## src/sv/oukl_pkg.sv

```systemverilog
// Shared codes, field widths and defaults of the ordered unique key list.
package oukl_pkg;

   localparam int DefaultCapacity = 16;

   localparam int OpWidth     = 2;
   localparam int KeyWidth    = 32;
   localparam int StatusWidth = 2;
   localparam int PosWidth    = 5;

   typedef logic [OpWidth-1:0]     op_type;
   typedef logic [StatusWidth-1:0] status_type;

   localparam op_type OP_INSERT = 2'd0;
   localparam op_type OP_REMOVE = 2'd1;
   localparam op_type OP_SEARCH = 2'd2;

   localparam status_type ST_OK        = 2'd0;
   localparam status_type ST_DUPLICATE = 2'd1;
   localparam status_type ST_NOT_FOUND = 2'd2;
   localparam status_type ST_FULL      = 2'd3;

endpackage

```

## src/sv/oukl_key_mem.sv

```systemverilog
// Key store: one write port and one read port with registered read data.
module oukl_key_mem #(
   parameter int Depth = 16,
   parameter int AddrWidth = 4
) (
   input  logic                          clock,
   input  logic                          wr_en,
   input  logic [AddrWidth-1:0]          wr_addr,
   input  logic [oukl_pkg::KeyWidth-1:0] wr_data,
   input  logic                          rd_en,
   input  logic [AddrWidth-1:0]          rd_addr,
   output logic [oukl_pkg::KeyWidth-1:0] rd_data
);
   import oukl_pkg::*;

   logic [KeyWidth-1:0] mem [Depth];
   logic [KeyWidth-1:0] rd_data_ff;

   always_ff @(posedge clock) begin
      if (wr_en) begin
         mem[wr_addr] <= wr_data;
      end
   end

   always_ff @(posedge clock) begin
      if (rd_en) begin
         rd_data_ff <= mem[rd_addr];
      end
   end

   assign rd_data = rd_data_ff;

endmodule

```

## src/sv/ordered_unique_key_list.sv

```systemverilog
// Ordered unique key list: control sequencer around the key store memory.
//
//   channel | direction | ports
//   req     | in        | req_valid, req_ready, req_operation, req_key
//   rsp     | out       | rsp_valid, rsp_ready, rsp_status, rsp_position, rsp_count
//
// A word searches the store one entry per cycle through the single read port and stops early
// at a match. A remove that finds its key at some position then moves each later key up one
// entry per cycle. An unused operation skips the search and goes straight to the result. A
// new request word is taken while the previous result word still waits. Reset clears the
// state, the key count and the result valid flag; the store needs no clearing pass. A
// stalled result holds the sequencer.
module ordered_unique_key_list #(
   parameter int CAPACITY = oukl_pkg::DefaultCapacity
) (
   input  logic                             clock,
   input  logic                             reset,
   input  logic                             req_valid,
   output logic                             req_ready,
   input  oukl_pkg::op_type                 req_operation,
   input  logic signed [oukl_pkg::KeyWidth-1:0] req_key,
   output logic                             rsp_valid,
   input  logic                             rsp_ready,
   output oukl_pkg::status_type             rsp_status,
   output logic [oukl_pkg::PosWidth-1:0]    rsp_position,
   output logic [oukl_pkg::PosWidth-1:0]    rsp_count
);
   import oukl_pkg::*;

   localparam int IW = (CAPACITY > 1) ? $clog2(CAPACITY) : 1;
   localparam int CW = $clog2(CAPACITY + 1);
   localparam int XW = (CW > PosWidth) ? CW : PosWidth;
   localparam logic [CW-1:0] CapCount = CW'(CAPACITY);

   localparam logic [2:0] S_IDLE   = 3'd0;
   localparam logic [2:0] S_SCAN   = 3'd1;
   localparam logic [2:0] S_DECIDE = 3'd2;
   localparam logic [2:0] S_SHIFT  = 3'd3;
   localparam logic [2:0] S_EMIT   = 3'd4;

   logic [2:0]          state_ff, state_in;
   op_type              op_ff, op_in;
   logic [KeyWidth-1:0] key_ff, key_in;
   logic [IW-1:0]       idx_ff, idx_in;
   logic [IW-1:0]       slot_ff, slot_in;
   logic                found_ff, found_in;
   logic [CW-1:0]       count_ff, count_in;
   status_type          res_status_ff, res_status_in;
   logic [CW-1:0]       res_pos_ff, res_pos_in;
   logic                rsp_valid_ff, rsp_valid_in;
   status_type          rsp_status_ff;
   logic [PosWidth-1:0] rsp_position_ff;
   logic [PosWidth-1:0] rsp_count_ff;

   logic                mem_wr_en;
   logic [IW-1:0]       mem_wr_addr;
   logic [KeyWidth-1:0] mem_wr_data;
   logic                mem_rd_en;
   logic [IW-1:0]       mem_rd_addr;
   logic [KeyWidth-1:0] mem_rd_data;
   logic                out_free;
   logic [XW-1:0]       pos_ext;
   logic [XW-1:0]       count_ext;

   oukl_key_mem #(
      .Depth(CAPACITY),
      .AddrWidth(IW)
   ) u_key_mem (
      .clock(clock),
      .wr_en(mem_wr_en),
      .wr_addr(mem_wr_addr),
      .wr_data(mem_wr_data),
      .rd_en(mem_rd_en),
      .rd_addr(mem_rd_addr),
      .rd_data(mem_rd_data)
   );

   assign req_ready = (state_ff == S_IDLE);
   assign out_free  = !rsp_valid_ff || rsp_ready;
   assign pos_ext   = XW'(res_pos_ff);
   assign count_ext = XW'(count_ff);

   always_comb begin
      state_in      = state_ff;
      op_in         = op_ff;
      key_in        = key_ff;
      idx_in        = idx_ff;
      slot_in       = slot_ff;
      found_in      = found_ff;
      count_in      = count_ff;
      res_status_in = res_status_ff;
      res_pos_in    = res_pos_ff;
      rsp_valid_in  = rsp_valid_ff && !rsp_ready;
      mem_wr_en     = 1'b0;
      mem_wr_addr   = idx_ff;
      mem_wr_data   = mem_rd_data;
      mem_rd_en     = 1'b0;
      mem_rd_addr   = '0;
      case (state_ff)
         S_IDLE: begin
            if (req_valid) begin
               op_in         = req_operation;
               key_in        = req_key;
               idx_in        = '0;
               found_in      = 1'b0;
               res_status_in = ST_OK;
               res_pos_in    = '0;
               if (!(req_operation inside {OP_INSERT, OP_REMOVE, OP_SEARCH})) begin
                  state_in = S_EMIT;
               end else if (count_ff == '0) begin
                  state_in = S_DECIDE;
               end else begin
                  mem_rd_en = 1'b1;
                  state_in  = S_SCAN;
               end
            end
         end
         S_SCAN: begin
            if (mem_rd_data == key_ff) begin
               found_in = 1'b1;
               slot_in  = idx_ff;
               state_in = S_DECIDE;
            end else if (CW'(idx_ff) + CW'(1) == count_ff) begin
               state_in = S_DECIDE;
            end else begin
               mem_rd_en   = 1'b1;
               mem_rd_addr = idx_ff + IW'(1);
               idx_in      = idx_ff + IW'(1);
            end
         end
         S_DECIDE: begin
            state_in = S_EMIT;
            case (op_ff)
               OP_INSERT: begin
                  if (found_ff) begin
                     res_status_in = ST_DUPLICATE;
                  end else if (count_ff >= CapCount) begin
                     res_status_in = ST_FULL;
                  end else begin
                     mem_wr_en   = 1'b1;
                     mem_wr_addr = count_ff[IW-1:0];
                     mem_wr_data = key_ff;
                     count_in    = count_ff + CW'(1);
                     res_pos_in  = count_ff + CW'(1);
                  end
               end
               OP_REMOVE: begin
                  if (!found_ff) begin
                     res_status_in = ST_NOT_FOUND;
                  end else if (CW'(slot_ff) + CW'(1) == count_ff) begin
                     count_in = count_ff - CW'(1);
                  end else begin
                     mem_rd_en   = 1'b1;
                     mem_rd_addr = slot_ff + IW'(1);
                     idx_in      = slot_ff;
                     state_in    = S_SHIFT;
                  end
               end
               OP_SEARCH: begin
                  if (!found_ff) begin
                     res_status_in = ST_NOT_FOUND;
                  end else begin
                     res_pos_in = CW'(slot_ff) + CW'(1);
                  end
               end
               default: begin
                  res_status_in = ST_OK;
               end
            endcase
         end
         S_SHIFT: begin
            mem_wr_en   = 1'b1;
            mem_wr_addr = idx_ff;
            mem_wr_data = mem_rd_data;
            if (CW'(idx_ff) + CW'(2) == count_ff) begin
               count_in = count_ff - CW'(1);
               state_in = S_EMIT;
            end else begin
               mem_rd_en   = 1'b1;
               mem_rd_addr = idx_ff + IW'(2);
               idx_in      = idx_ff + IW'(1);
            end
         end
         S_EMIT: begin
            if (out_free) begin
               rsp_valid_in = 1'b1;
               state_in     = S_IDLE;
            end
         end
         default: begin
            state_in = S_IDLE;
         end
      endcase
   end

   always_ff @(posedge clock) begin
      if (reset) begin
         state_ff     <= S_IDLE;
         count_ff     <= '0;
         rsp_valid_ff <= 1'b0;
      end else begin
         state_ff     <= state_in;
         count_ff     <= count_in;
         rsp_valid_ff <= rsp_valid_in;
      end
   end

   always_ff @(posedge clock) begin
      op_ff         <= op_in;
      key_ff        <= key_in;
      idx_ff        <= idx_in;
      slot_ff       <= slot_in;
      found_ff      <= found_in;
      res_status_ff <= res_status_in;
      res_pos_ff    <= res_pos_in;
      if (state_ff == S_EMIT && out_free) begin
         rsp_status_ff   <= res_status_ff;
         rsp_position_ff <= pos_ext[PosWidth-1:0];
         rsp_count_ff    <= count_ext[PosWidth-1:0];
      end
   end

   assign rsp_valid    = rsp_valid_ff;
   assign rsp_status   = rsp_status_ff;
   assign rsp_position = rsp_position_ff;
   assign rsp_count    = rsp_count_ff;

endmodule
```

## config.mk

```make
export PLATFORM = sky130hd
export DESIGN_NAME = ordered_unique_key_list
export DESIGN_NICKNAME = d
export VERILOG_FILES = /design/src/sv/oukl_pkg.sv /design/src/sv/oukl_key_mem.sv /design/src/sv/ordered_unique_key_list.sv
export SDC_FILE = /design/constraint.sdc
export NUM_CORES = 1
export LEC_CHECK = 0
export ABC_CLOCK_PERIOD_IN_PS = 3350
export BUFFER_PORTS_ARGS = -buffer_cell sky130_fd_sc_hd__buf_4
export CAP_MARGIN = 0
export CELL_PAD_IN_SITES_DETAIL_PLACEMENT = 1
export CELL_PAD_IN_SITES_GLOBAL_PLACEMENT = 1
export CORE_MARGIN = 1.5
export CORE_UTILIZATION = 48
export DETAILED_ROUTE_END_ITERATION = 7
export PLACE_DENSITY_LB_ADDON = 0.12
export SETUP_SLACK_MARGIN = 0.2
export SKIP_CTS_REPAIR_TIMING = 1
export SLEW_MARGIN = 20
export SYNTH_ARGS = -nofsm -noshare
export SYNTH_HDL_FRONTEND = slang
export SYNTH_SLANG_ARGS = --single-unit
```

## constraint.sdc

```tcl
create_clock -name clock -period 3.35 [get_ports clock]
set_input_delay 0.1675 -clock clock [delete_from_list [all_inputs] [get_ports clock]]
set_output_delay 0.1675 -clock clock [all_outputs]
set_load 0.01 [all_outputs]
```

; Word-level counts from Yosys, hierarchy flattened
; Memories as Yosys holds them, arrays and structs flattened. A register that Yosys moved wholly into a read port is not among the register bits.
; Index checks and enable logic that the tools add are counted.
[classes]
n_eq_ne = 32
n_mux = 72
n_reduce_logical = 23
order_cmp = 1
n_addsub = 8
[op_table]
columns = op, count
row1 = $mux W32, 4
row2 = $mux W4, 17
row3 = $pmux W5 S2, 4
row4 = $mux W5, 7
row5 = $eq A32 B32 Y1, 1
row6 = $mux W3, 9
row7 = $ne A3 B3 Y1 const B, 7
row8 = $mux W1, 18
row9 = $ne A2 B2 Y1 const B, 9
row10 = $pmux W4 S4, 1
row11 = $eq A5 B5 Y1, 3
row12 = $pmux W3 S5, 1
row13 = $pmux W4 S3, 1
row14 = $add A4 B1 Y5 const B, 2
row15 = $mux W2, 5
row16 = $add A4 B1 Y4 const B, 2
row17 = $pmux W2 S2, 2
row18 = $reduce_and A4 Y1, 2
row19 = $reduce_and A8 Y1, 1
row20 = $reduce_and A7 Y1, 1
row21 = $eq A3 B2 Y1 const B, 2
row22 = $reduce_and A6 Y1, 1
row23 = $reduce_bool A2 Y1, 3
row24 = $add A4 B2 Y5 const B, 1
row25 = 25 further kinds, 32
[totals]
output_inout_bits = 14
mem_count = 1
wordCells = 150
regBits = 71
input_bits = 38
ramBits = 512
[memory_table]
columns = name, depth, width, read_ports, rd_ports_with_merged_regs, wr, line_no
row1 = u_key_mem.mem, 16, 32, 1, 1, 1, oukl_key_mem.sv:16  ; logic [KeyWidth-1:0] mem [Depth];

; Depth between registers and ports, before layout
; Gate-level depths: netlist (run 1).
[logic_depth]
ltp_word = 7
ltp_mapped = 12
depth_no_buf = 9

; Cells and area by module
; Synthesis (run 1) repeated with hierarchy kept, for this count alone.
[unflattened]
hier_cells = 1195
hier_area_um2 = 24393.4
[modules_own_cells]
columns = module, area_each_um2, seq_area_each_um2, instances, cells_per_inst
row1 = oukl_key_mem, 20155.6, 16335.7, 1, 838
row2 = ordered_unique_key_list, 4237.8, 2042.0, 1, 357

; Worst setup path after synthesis (run 1)
; No wires, ideal clock.
[synth_path]
path_type = reg-to-reg
startpoint = register idx_ff[1]
endpoint = register u_key_mem.rd_data_ff[10], in the netlist u_key_mem.rd_data[10], read port of u_key_mem.mem, data pin
period_less_slack_ns = 3.353
t_required_ns = 3.078
n_path_buf = 2
setup_ns = 0.272
path_stages_with_launch = 12
arrival_ns = 3.082
setup_slack_ns = -0.003
cell_sequence = edfxtp_1 > ha_1 > xor3_1 > nor4_1 > a21oi_2 > nand2_1 > o211a_1 > buf_2 > clkbuf_1 > mux2i_1 > o22ai_1 > or4_1
[synth_between]
elab_chain_cells = 5
elab_cells_between_ends = 14
cone_classes = 4 x add/sub / 2 x eq/ne / 8 x mux
[synth_lines]
columns = item, line_no
row1 = "start, declared", ordered_unique_key_list.sv:44  ; logic [IW-1:0] idx_ff, idx_in;
row2 = "start signal, assigned", ordered_unique_key_list.sv:211  ; idx_ff <= idx_in;
row3 = $add A4 B1 Y5, ordered_unique_key_list.sv:123  ; end else if (CW'(idx_ff) + CW'(1) == count_ff) begin
row4 = $eq A5 B5 Y1, ordered_unique_key_list.sv:123
row5 = $mux W1 / $mux W4 (equally long branches), ordered_unique_key_list.sv:123
row6 = $mux W1 / $mux W4 (equally long branches), ordered_unique_key_list.sv:119  ; if (mem_rd_data == key_ff) begin
row7 = $pmux W1 S4 / $pmux W4 S3 (equally long branches), ordered_unique_key_list.sv:99  ; case (state_ff)
row8 = "end, declared", oukl_key_mem.sv:17  ; logic [KeyWidth-1:0] rd_data_ff;
; Several ways; a longest one is shown, not always the timed one.
; A chain may end at the register's enable or synchronous reset.

; Worst setup path in the final report (run 1)
[layout_path]
startpoint = register key_ff[27]
endpoint = register u_key_mem.rd_data_ff[17], in the netlist u_key_mem.rd_data[17], read port of u_key_mem.mem, data pin
[layout_between]
elab_chain_cells = 3
elab_cells_between_ends = 5
cone_classes = 1 x eq/ne / 4 x mux
[layout_lines]
columns = item, line_no
row1 = "start, declared", ordered_unique_key_list.sv:43  ; logic [KeyWidth-1:0] key_ff, key_in;
row2 = "start signal, assigned", ordered_unique_key_list.sv:210  ; key_ff <= key_in;
row3 = $eq A32 B32 Y1 *, ordered_unique_key_list.sv:119
row4 = $mux W1 / $mux W4 (equally long branches), ordered_unique_key_list.sv:119
row5 = $pmux W1 S4 / $pmux W4 S3 (equally long branches), ordered_unique_key_list.sv:99
; Mark *: on every way between the ends. The rest lies on a longest branch, timed or not.

==> flow_metrics.tcl, run 1 <==
set metrics [dict create \
    dp_hpwl_mm 39.0 \
    grt_max_degree 63 \
    nets 1852 \
    setup_viol 32 \
    outcome "finished, violations left" \
    worst-path-buf-inv 4 \
    maxCapViolations 0 \
    viasPerCell 6.04 \
    synth_seq_cells 615 \
    period_needed_ns 3.56 \
    synth_warnings 0 \
    power_density_nw_per_um2 578 \
    worst_pin_slew_ns 0.906 \
    stdcell_count 2532 \
    vdd_ir_drop_max_v 0.000554 \
    synth_nets 1637 \
    critPathTopFamily "simple AND/OR/NAND/NOR gates" \
    clock_sinks 615 \
    grt_overflow 0 \
    critPathKind "reg2reg" \
    max_stage_delay_ns 0.53 \
    drtPass1Iterations 4 \
    rows 83 \
    cp-end-kind "flip-flop" \
    max_freq_mhz 281 \
    ys_async_sr_fraction 0 \
    finalWorstSetupSlack_ns -0.212 \
    grt_pass1_wl_mm 102 \
    layout-drive-gt1-share 0.206 \
    finalHoldViolCount 0 \
    num_io_pins 52 \
    die_width_um 232 \
    fin_worst_skew_ns 0.0146 \
    cts_tree "yes" \
    finalCritPeriodShare 1.06 \
    place_area_um2 27700 \
    wl_per_cell_um 28.1 \
    ys_seq_area_frac 0.733 \
    finalMaxSlewViolations 0 \
    crit_chain "xor2_1 > buf_4 > nor4_1 > nand4_1 > buf_6 > o211ai_1 > o211a_4 > buf_12 > buf_16 > mux2i_2 > o22ai_2 > or4_1" \
    failed_checks "setup timing" \
    hold_path.class "in2reg" \
    gp_congestion 0.805 \
    post_synth_num_cell_types 62 \
    design_area_um2 30700 \
    cts_made_buffers 68 \
    die_height_um 232 \
    drc 0 \
    io_buffers 51 \
    synth.cell_area_um2 25100 \
    grtUsageTotal 0.262 \
    synth.avg_cell_area_um2 15.8 \
    crit_slowest_cell "or4_1" \
    ant_nets 0 \
    rsz0062_at_grt "true" \
    dpl.cell_count 2365 \
    antenna_cells 0 \
    fillers 4694 \
    area_delta_synth_final_pct 22.7 \
    clk_pin_slew_ns 0.06 \
    worstPathRequired_ns 3.68 \
    vias 15300 \
    cts_max_level 3 \
    fin_hold_ws_ns 0.291 \
    cp_max_fo 14 \
    cts_max_path_buffers 3 \
    wirelength_mm 71.1 \
    grt_pass1_vias 15600 \
    core-area_um2 51500 \
    drtIter0Drc 1140 \
    start_util 0.487 \
    synth-edff-count 606 \
    antenna_found_initial 1 \
    slew_headroom 0.396 \
    clk_latency_ns 0.60 \
    critPathArrivalTime_ns 3.89 \
    fin_total_pwr_mw 17.8 \
    startpoint_type "flip-flop" \
    p_leak_nw 10.6 \
    cts_root_buffer "clkbuf_16" \
    synth-main-ff-cell "edfxtp_1" \
    die_area_um2 53600 \
    synthCells 1590 \
]
==> routing by layer <==
layer / up-vias / share of wire / global-route usage
li1: 6756 / - / -
met4: 0 / 0.031 / 0.100
met3: 140 / 0.051 / 0.0432
met2: 436 / 0.49 / 0.430
met1: 7956 / 0.42 / 0.351
met5: - / 0 / 0
==> per-stage QoR <==
step                      TNS [ns]  setup slack, ns   util
after detailed placement    -10.21           -0.368  0.537
after global routing         -9.26           -0.318  0.597
after floorplan                  0           0.0612      -
after global placement       -6.45           -0.251  0.537
final                        -5.22           -0.212  0.597
after CTS                   -10.26           -0.378  0.578
==> state kept, by name (all words and copies together), names as in the netlist <==
register / flops
count_ext: 5
found_ff: 1
idx_ff: 4
key_ff: 32
op_ff: 2
pos_ext: 5
res_status_ff: 2
rsp_count: 5
rsp_position: 5
rsp_status: 2
rsp_valid: 1
slot_ff: 4
state_ff: 3
u_key_mem.mem: 512
u_key_mem.rd_data: 32
==> logic make-up (layout without fill, tap and decap cells) <==
| kind of cell | count (synthesis) | after routing | share of synthesized area |
|---|---|---|---|
| multiplexers | 162 | 162 | 0.0652 |
| flip-flops | 615 | 615 | 0.733 |
| AO/OA/AOI/OAI | 285 | 285 | 0.0826 |
| AND/OR/NAND/NOR | 348 | 348 | 0.0728 |
| buffers and inverters | 119 | 381 | 0.0219 |
| adder cells (fa/ha/maj) | 9 | 9 | 0.00449 |
| XOR/XNOR | 52 | 52 | 0.0199 |
==> area by class of cell <==
| type | instances | area (um^2) | area share |
|---|---|---|---|
| inverter | 9 | 33.8 | 0.00110 |
| tap | 680 | 851 | 0.0277 |
| multi-input combinational | 856 | 6700 | 0.218 |
| clock inverter | 33 | 310 | 0.0101 |
| clock buffer | 84 | 1760 | 0.0573 |
| timing repair buffer | 255 | 2710 | 0.0883 |
| sequential | 615 | 18400 | 0.598 |
==> cells in the mapped netlist (11+ instances only) <==
cell,number,area share
a21oi_1,19,0.0038
nand2_1,118,0.018
nor4_1,11,0.0027
and3_1,95,0.024
xor2_1,38,0.013
a211oi_1,189,0.057
or4_1,35,0.010
edfxtp_1,606,0.73
xnor2_1,11,0.0038
nor2_1,41,0.0061
buf_4,14,0.0042
buf_2,34,0.0068
o22ai_1,31,0.0077
mux2i_1,161,0.064
clkbuf_1,57,0.0085
==> path summary, 6_finish.rpt <==
path / slack, ns / cells past startpoint / startpoint / to
max: -0.21 / 12 / key_ff[27] / u_key_mem.rd_data[17]
max reg2reg: -0.21 / 12 / key_ff[27] / u_key_mem.rd_data[17]
min: 0.29 / 2 / req_key[13] / key_ff[13]
min reg2reg: 0.42 / 0 / pos_ext[2] / rsp_position[2]
==> report_power, final <==
part	internal, mW	switching (mW)
Combinational	0.655	1.07
Clock	4.18	2.94
Sequential	8.81	0.117
Total	13.6	4.13
==> placed cells by master (no fill, tap or decap), types with 5 or more instances in the layout <==
master,n
xor2_1,38
ha_1,7
nand2_1,117
xnor2_1,11
o22ai_1,18
a21oi_1,19
mux2i_4,8
or4_1,33
clkbuf_1,16
and2_1,5
o21ai_0,6
buf_12,40
clkinv_2,9
clkinv_1,17
buf_4,159
a31oi_1,6
a211oi_2,9
inv_1,8
nor4_1,5
nor3_1,9
edfxtp_1,606
o211ai_1,7
nor2_4,17
buf_6,9
dfxtp_1,9
o22ai_2,9
and3_1,95
nand3_1,7
mux2i_1,147
mux2i_2,6
a211oi_1,180
clkbuf_16,74
bufinv_16,6
dlygate4sd3_1,37
nor2_1,24
Power figures use the tool's default switching activity.
==> inputs of run 2 (changes only) <==
CORE_MARGIN = 4   (was 1.5)
SKIP_LAST_GASP = 1   (was default)
==> flow_metrics.tcl, run 2 (same netlist as run 1, synthesis figures left out) <==
set metrics [dict create \
    worst-path-buf-inv 4 \
    fin_tns_setup_ns -7.94 \
    max_freq_mhz 275 \
    outcome "finished, violations left" \
    grt_pass1_wl_mm 102 \
    nets 1872 \
    vias 15500 \
    num_io_pins 52 \
    worstPathRequired_ns 3.67 \
    clkPwrFrac 0.401 \
    pre_cts_ws_ns -0.532 \
    power_density_nw_per_um2 574 \
    reg2reg_from "key_ff[4]" \
    drtIter0Drc 1430 \
    wl_per_cell_um 29.0 \
    design_area_um2 31000 \
    finalCritPeriodShare 1.09 \
    setup_viol 32 \
    largest_register_ffs 512 \
    place_area_um2 27400 \
    hold_path_depth 3 \
    rrSetupSlack_ns -0.29 \
    io_buffers 51 \
    finalWorstSetupSlack_ns -0.285 \
    antenna_found_initial 1 \
    p_int_mw 13.6 \
    vdd_ir_drop_max_v 0.000461 \
    cts_root_buffer "clkbuf_16" \
    max_stage_delay_ns 0.52 \
    cts_max_path_buffers 3 \
    rsz0062_at_grt "true" \
    final_cell_mix "edfxtp_1, buf_4, a211oi_1, mux2i_1, nand2_1" \
    viasPerCell 6.08 \
    wirelength_mm 74.2 \
    die_width_um 237 \
    die_area_um2 55900 \
    start_util 0.487 \
    seqPwrFrac 0.502 \
    critPathTopFamily "simple AND/OR/NAND/NOR gates" \
    critPathKind "reg2reg" \
    critPathArrivalTime_ns 3.96 \
    worst_pin_slew_ns 1.02 \
    regArea_um2 18400 \
    hold_path.class "in2reg" \
    netSwitchingFraction 0.234 \
    hp-start "req_valid" \
    final_util 0.602 \
    crit_chain "xor2_1 > nor4_2 > nand4_1 > buf_4 > o211ai_1 > a222oi_1 > buf_4 > o21ai_4 > buf_12 > buf_4 > a211oi_1 > or4_4" \
    min_to "state_ff[2]" \
    stdcell_count 2555 \
    layout_commonest_cell "edfxtp_1" \
    grtUsageTotal 0.245 \
    clock_sinks 615 \
    grt_max_degree 62 \
    grt_overflow 0 \
    cts_made_buffers 67 \
    layout-drive-gt1-share 0.226 \
    failed_checks "hold timing, setup timing" \
    reg2reg_to "u_key_mem.rd_data[21]" \
    cts_max_level 3 \
    finalMaxSlewViolations 0 \
    dpl.cell_count 2350 \
    p_comb_frac 0.097 \
    p_leak_nw 10.7 \
    r2r_cells 12 \
    crit_top_cell "buf_4" \
    crit_slowest_cell "or4_4" \
    clk_pin_slew_ns 0.06 \
    startpoint_type "flip-flop" \
    top_register "u_key_mem.mem" \
    fin_worst_skew_ns 0.0187 \
    maxCapViolations 0 \
    finalHoldViolCount 1 \
    area_delta_synth_final_pct 23.7 \
    clk_latency_ns 0.60 \
    core-area_um2 51500 \
    p_sw_mw 4.16 \
    cts_tree "yes" \
    dp_hpwl_mm 40.4 \
    rows 83 \
    cp_max_fo 6 \
    grt_pass1_vias 15600 \
    slew_headroom 0.323 \
    die_height_um 237 \
    antenna_cells 0 \
    drtPass1Iterations 5 \
    cp-end-kind "flip-flop" \
    drc 0 \
    fillers 4646 \
    fin_hold_ws_ns -0.0269 \
    ant_nets 0 \
    gp_congestion 0.807 \
    multiInputGateArea_um2 6730 \
    period_needed_ns 3.64 \
]
run 2: changes by cell type in the layout (fill, tap and decap cells not counted), sizes merged:
cell / previous run / this run
clkinv: 27 / 26
buf: 212 / 227
bufinv: 6 / 5
clkinvlp: 0 / 1
inv: 9 / 11
clkbuf: 90 / 98
dlygate4sd3: 37 / 36
run 2: power groups by stage:
stage / combinational (mW) / clock (mW) / sequential [mW]
after floorplan: 0.830 / 0 / 9.04
after global placement: 1.46 / 0 / 9.08
after detailed placement: 1.50 / 0 / 9.09
after CTS: 1.51 / 7.25 / 8.93
after global routing: 1.85 / 7.59 / 8.94
final: 1.73 / 7.12 / 8.93
run 2: worst reg2reg max path: stages, from the launching register on:
cell and delay (ns):
edfxtp_1 0.45, xor2_1 0.21, nor4_2 0.45, nand4_1 0.28
buf_4 0.23, o211ai_1 0.31, a222oi_1 0.15, buf_4 0.20
o21ai_4 0.17, buf_12 0.16, buf_4 0.18, a211oi_1 0.06
or4_4 0.52
run 2: how the worst max path moves through the flow:
stage	slack (ns)	cells after the start	startpoint	endpoint
final	-0.29	12	key_ff[4]	u_key_mem.rd_data[21]
after floorplan	0.06	7	state_ff[1]	u_key_mem.mem[14][0]
after global placement	-0.46	11	key_ff[19]	u_key_mem.rd_data[21]
after CTS	-0.54	11	key_ff[19]	u_key_mem.rd_data[23]
after detailed placement	-0.53	11	key_ff[19]	u_key_mem.rd_data[23]
after global routing	-0.38	12	u_key_mem.rd_data[16]	u_key_mem.rd_data[24]
run 2: cell type report:
type,count,share of cell area
clock inverters,34,0.00953
inverters,9,0.00109
clock buffers,85,0.0576
flip-flops and latches,615,0.593
well taps,680,0.0274
repair buffers,276,0.0943
multi-input cells,856,0.217
run 2: per-stage QoR:
step / hold WS (ns) / total power [mW]
after floorplan: 0.266 / 9.87
after global placement: 0.346 / 10.5
after detailed placement: 0.347 / 10.6
after CTS: -0.284 / 17.7
after global routing: 0.0152 / 18.4
final: -0.0269 / 17.8
run 2: routing by layer:
metal	part of all wire	GRT usage	vias to the layer above	wire, um
met5	0.00016	0	-	12
met4	0.027	0.0607	2	2030
met3	0.062	0.0445	133	4620
met2	0.49	0.411	536	36300
met1	0.42	0.337	8087	31300
li1	-	-	6777	-
==> inputs of run 3 (changes only) <==
CORE_UTILIZATION = 50   (was 48)
SYNTH_HIERARCHICAL = 1   (was default)
==> flow_metrics.tcl, run 3 <==
set metrics [dict create \
    outcome "finished, violations left" \
    failed_checks "setup timing" \
    synth.avg_cell_area_um2 20.4 \
    p_leak_nw 9.65 \
    worst_pin_slew_ns 0.860 \
    cts_tree "yes" \
    final_cell_mix "edfxtp_1, buf_4, mux4_2, clkbuf_16, nand2_1" \
    io_buffers 51 \
    ys_async_sr_fraction 0 \
    clock_sinks 615 \
    synth_seq_cells 615 \
    grtUsageTotal 0.237 \
    grt_pass1_vias 13300 \
    nets 1482 \
    synth-main-ff-cell "edfxtp_1" \
    core-area_um2 47900 \
    wirelength_mm 65.6 \
    critPathKind "reg2reg" \
    layout_commonest_cell "edfxtp_1" \
    synth_nets 1243 \
    cts_made_buffers 66 \
    p_int_mw 14.0 \
    maxCapViolations 0 \
    rsz0062_at_grt "true" \
    place_area_um2 26700 \
    crit_top_cell "buf_12" \
    dpl.cell_count 1911 \
    vias 13000 \
    rows 80 \
    crit_slowest_cell "edfxtp_1" \
    yosys.area.top_type "edfxtp_1" \
    startpoint_type "flip-flop" \
    fin_worst_skew_ns 0.0229 \
    synth.most_common_cell "edfxtp_1" \
    finalHoldViolCount 0 \
    worst-path-buf-inv 4 \
    critPathArrivalTime_ns 3.95 \
    hold_path.class "in2reg" \
    start_util 0.509 \
    cts_max_level 3 \
    ys_seq_area_frac 0.753 \
    power_density_nw_per_um2 624 \
    cp_max_fo 7 \
    clkPwrFrac 0.366 \
    finalCritPeriodShare 1.07 \
    synth-edff-count 606 \
    drc 0 \
    max_freq_mhz 278 \
    synth_warnings 6 \
    drtPass1Iterations 5 \
    gp_congestion 0.795 \
    cts_max_path_buffers 3 \
    finalWorstSetupSlack_ns -0.250 \
    ant_nets 0 \
    synth.cell_area_um2 24400 \
    design_area_um2 30000 \
    critPathTopFamily "simple AND/OR/NAND/NOR gates" \
    cp-end-kind "flip-flop" \
    area_delta_synth_final_pct 23.0 \
    viasPerCell 6.20 \
    yosysTopAreaCellShare 0.746 \
    max_stage_delay_ns 0.48 \
    finalMaxSlewViolations 0 \
    die_height_um 229 \
    dp_hpwl_mm 36.2 \
    drtIter0Drc 1227 \
    crit_chain "xor2_1 > nor4_1 > nand4_1 > o211ai_1 > buf_4 > o221ai_4 > buf_12 > buf_12 > clkbuf_16 > mux4_2 > a22oi_2 > nand2_1" \
    stdcell_count 2095 \
    synthCells 1195 \
    worstPathRequired_ns 3.70 \
    seqPwrFrac 0.494 \
    cts_root_buffer "clkbuf_16" \
    vdd_ir_drop_max_v 0.000592 \
    top_register "u_key_mem/mem" \
    die_width_um 229 \
    period_needed_ns 3.60 \
    num_io_pins 52 \
    clk_pin_slew_ns 0.06 \
    setup_viol 32 \
    die_area_um2 52400 \
    grt_overflow 0 \
    netSwitchingFraction 0.251 \
    layout-drive-gt1-share 0.372 \
    grt_pass1_wl_mm 90.4 \
    fillers 3952 \
    antenna_found_initial 1 \
    antenna_cells 0 \
    post_synth_num_cell_types 73 \
    p_sw_mw 4.70 \
    wl_per_cell_um 31.3 \
    p_comb_frac 0.140 \
    ys_top_cells_by_area "edfxtp_1, mux4_2, a22oi_1" \
    largest_register_ffs 512 \
    grt_max_degree 52 \
    clk_latency_ns 0.60 \
    synth_common_cells "edfxtp_1, mux4_2, a22oi_1, nand2_1, xor2_1" \
    slew_headroom 0.412 \
]
run 3: cell count changes after synthesis, sizes merged, moves of 20 or more:
cell    previous run  this run
a211oi           189         6
buf               53        33
and3              95         2
clkbuf            57        28
mux2i            161         2
a22oi              3        65
nand2            119        53
mux4               1       128
or4               35         1
mux2               0        36
o22ai             31         0
run 3: worst paths after layout:
| check | slack [ns] | endpoint | start | cells after the start |
|---|---|---|---|---|
| setup reg to reg | -0.25 | u_key_mem/rd_data[24] | key_ff[15] | 12 |
| hold / removal | 0.11 | found_ff | req_valid | 3 |
| hold reg to reg | 0.42 | rsp_status[1] | res_status_ff[1] | 0 |
| setup / recovery | -0.25 | u_key_mem/rd_data[24] | key_ff[15] | 12 |
run 3: worst reg2reg max path, cell delays in order (launching register included):
cell and delay (ns):
edfxtp_1 0.48, xor2_1 0.28, nor4_1 0.41, nand4_1 0.29, o211ai_1 0.33, buf_4 0.18, o221ai_4 0.17, buf_12 0.21
buf_12 0.14, clkbuf_16 0.17, mux4_2 0.45, a22oi_2 0.19, nand2_1 0.06
run 3: metal layers:
layer | vias up | global-route usage | routed length [um]
met2 | 459 | 0.389 | 33100
met1 | 7007 | 0.326 | 26800
li1 | 5436 | - | -
met3 | 91 | 0.0542 | 4290
met4 | 0 | 0.0618 | 1490
met5 | - | 0 | 0
run 3: cell families (layout without fill, tap and decap cells):
group / Yosys count / count (layout) / share of synthesized area
flops: 615 / 615 / 0.753
mux: 166 / 166 / 0.136
simple gates: 155 / 155 / 0.0314
compound gates: 123 / 123 / 0.0398
buf+inv: 74 / 359 / 0.0151
xor+xnor: 52 / 52 / 0.0196
fa+ha+maj: 10 / 10 / 0.00513
run 3: power by group through the flow:
| stage | combinational, mW | sequential, mW | clock, mW |
|---|---|---|---|
| 5_1_grt | 2.81 | 9.27 | 7.38 |
| 6_report | 2.63 | 9.24 | 6.85 |
| 3_3_place_gp | 2.25 | 9.39 | 0 |
| 2_1_floorplan | 1.34 | 9.32 | 0 |
| 4_1_cts | 2.33 | 9.25 | 7.00 |
| 3_5_place_dp | 2.32 | 9.40 | 0 |
run 3: cell type report:
type,instances,area [um^2],area share
tap,615,769,0.0257
timing repair buffer,233,2620,0.0872
multi-input combinational,506,6170,0.206
clock inverter,35,251,0.00838
inverter,12,45.0,0.00150
sequential,615,18400,0.613
clock buffer,79,1760,0.0588
run 3: metrics by stage:
step                      utilization  total power [mW]  TNS, ns  setup slack, ns  hold WS [ns]
after floorplan                     -              10.7        0            0.138         0.266
after global placement          0.558              11.6    -8.61           -0.315         0.346
after detailed placement        0.558              11.7    -9.77           -0.371         0.347
after CTS                       0.600              18.6   -13.01           -0.472        -0.290
after global routing            0.626              19.5    -9.92           -0.356         0.106
final                           0.626              18.7    -6.20           -0.250         0.107
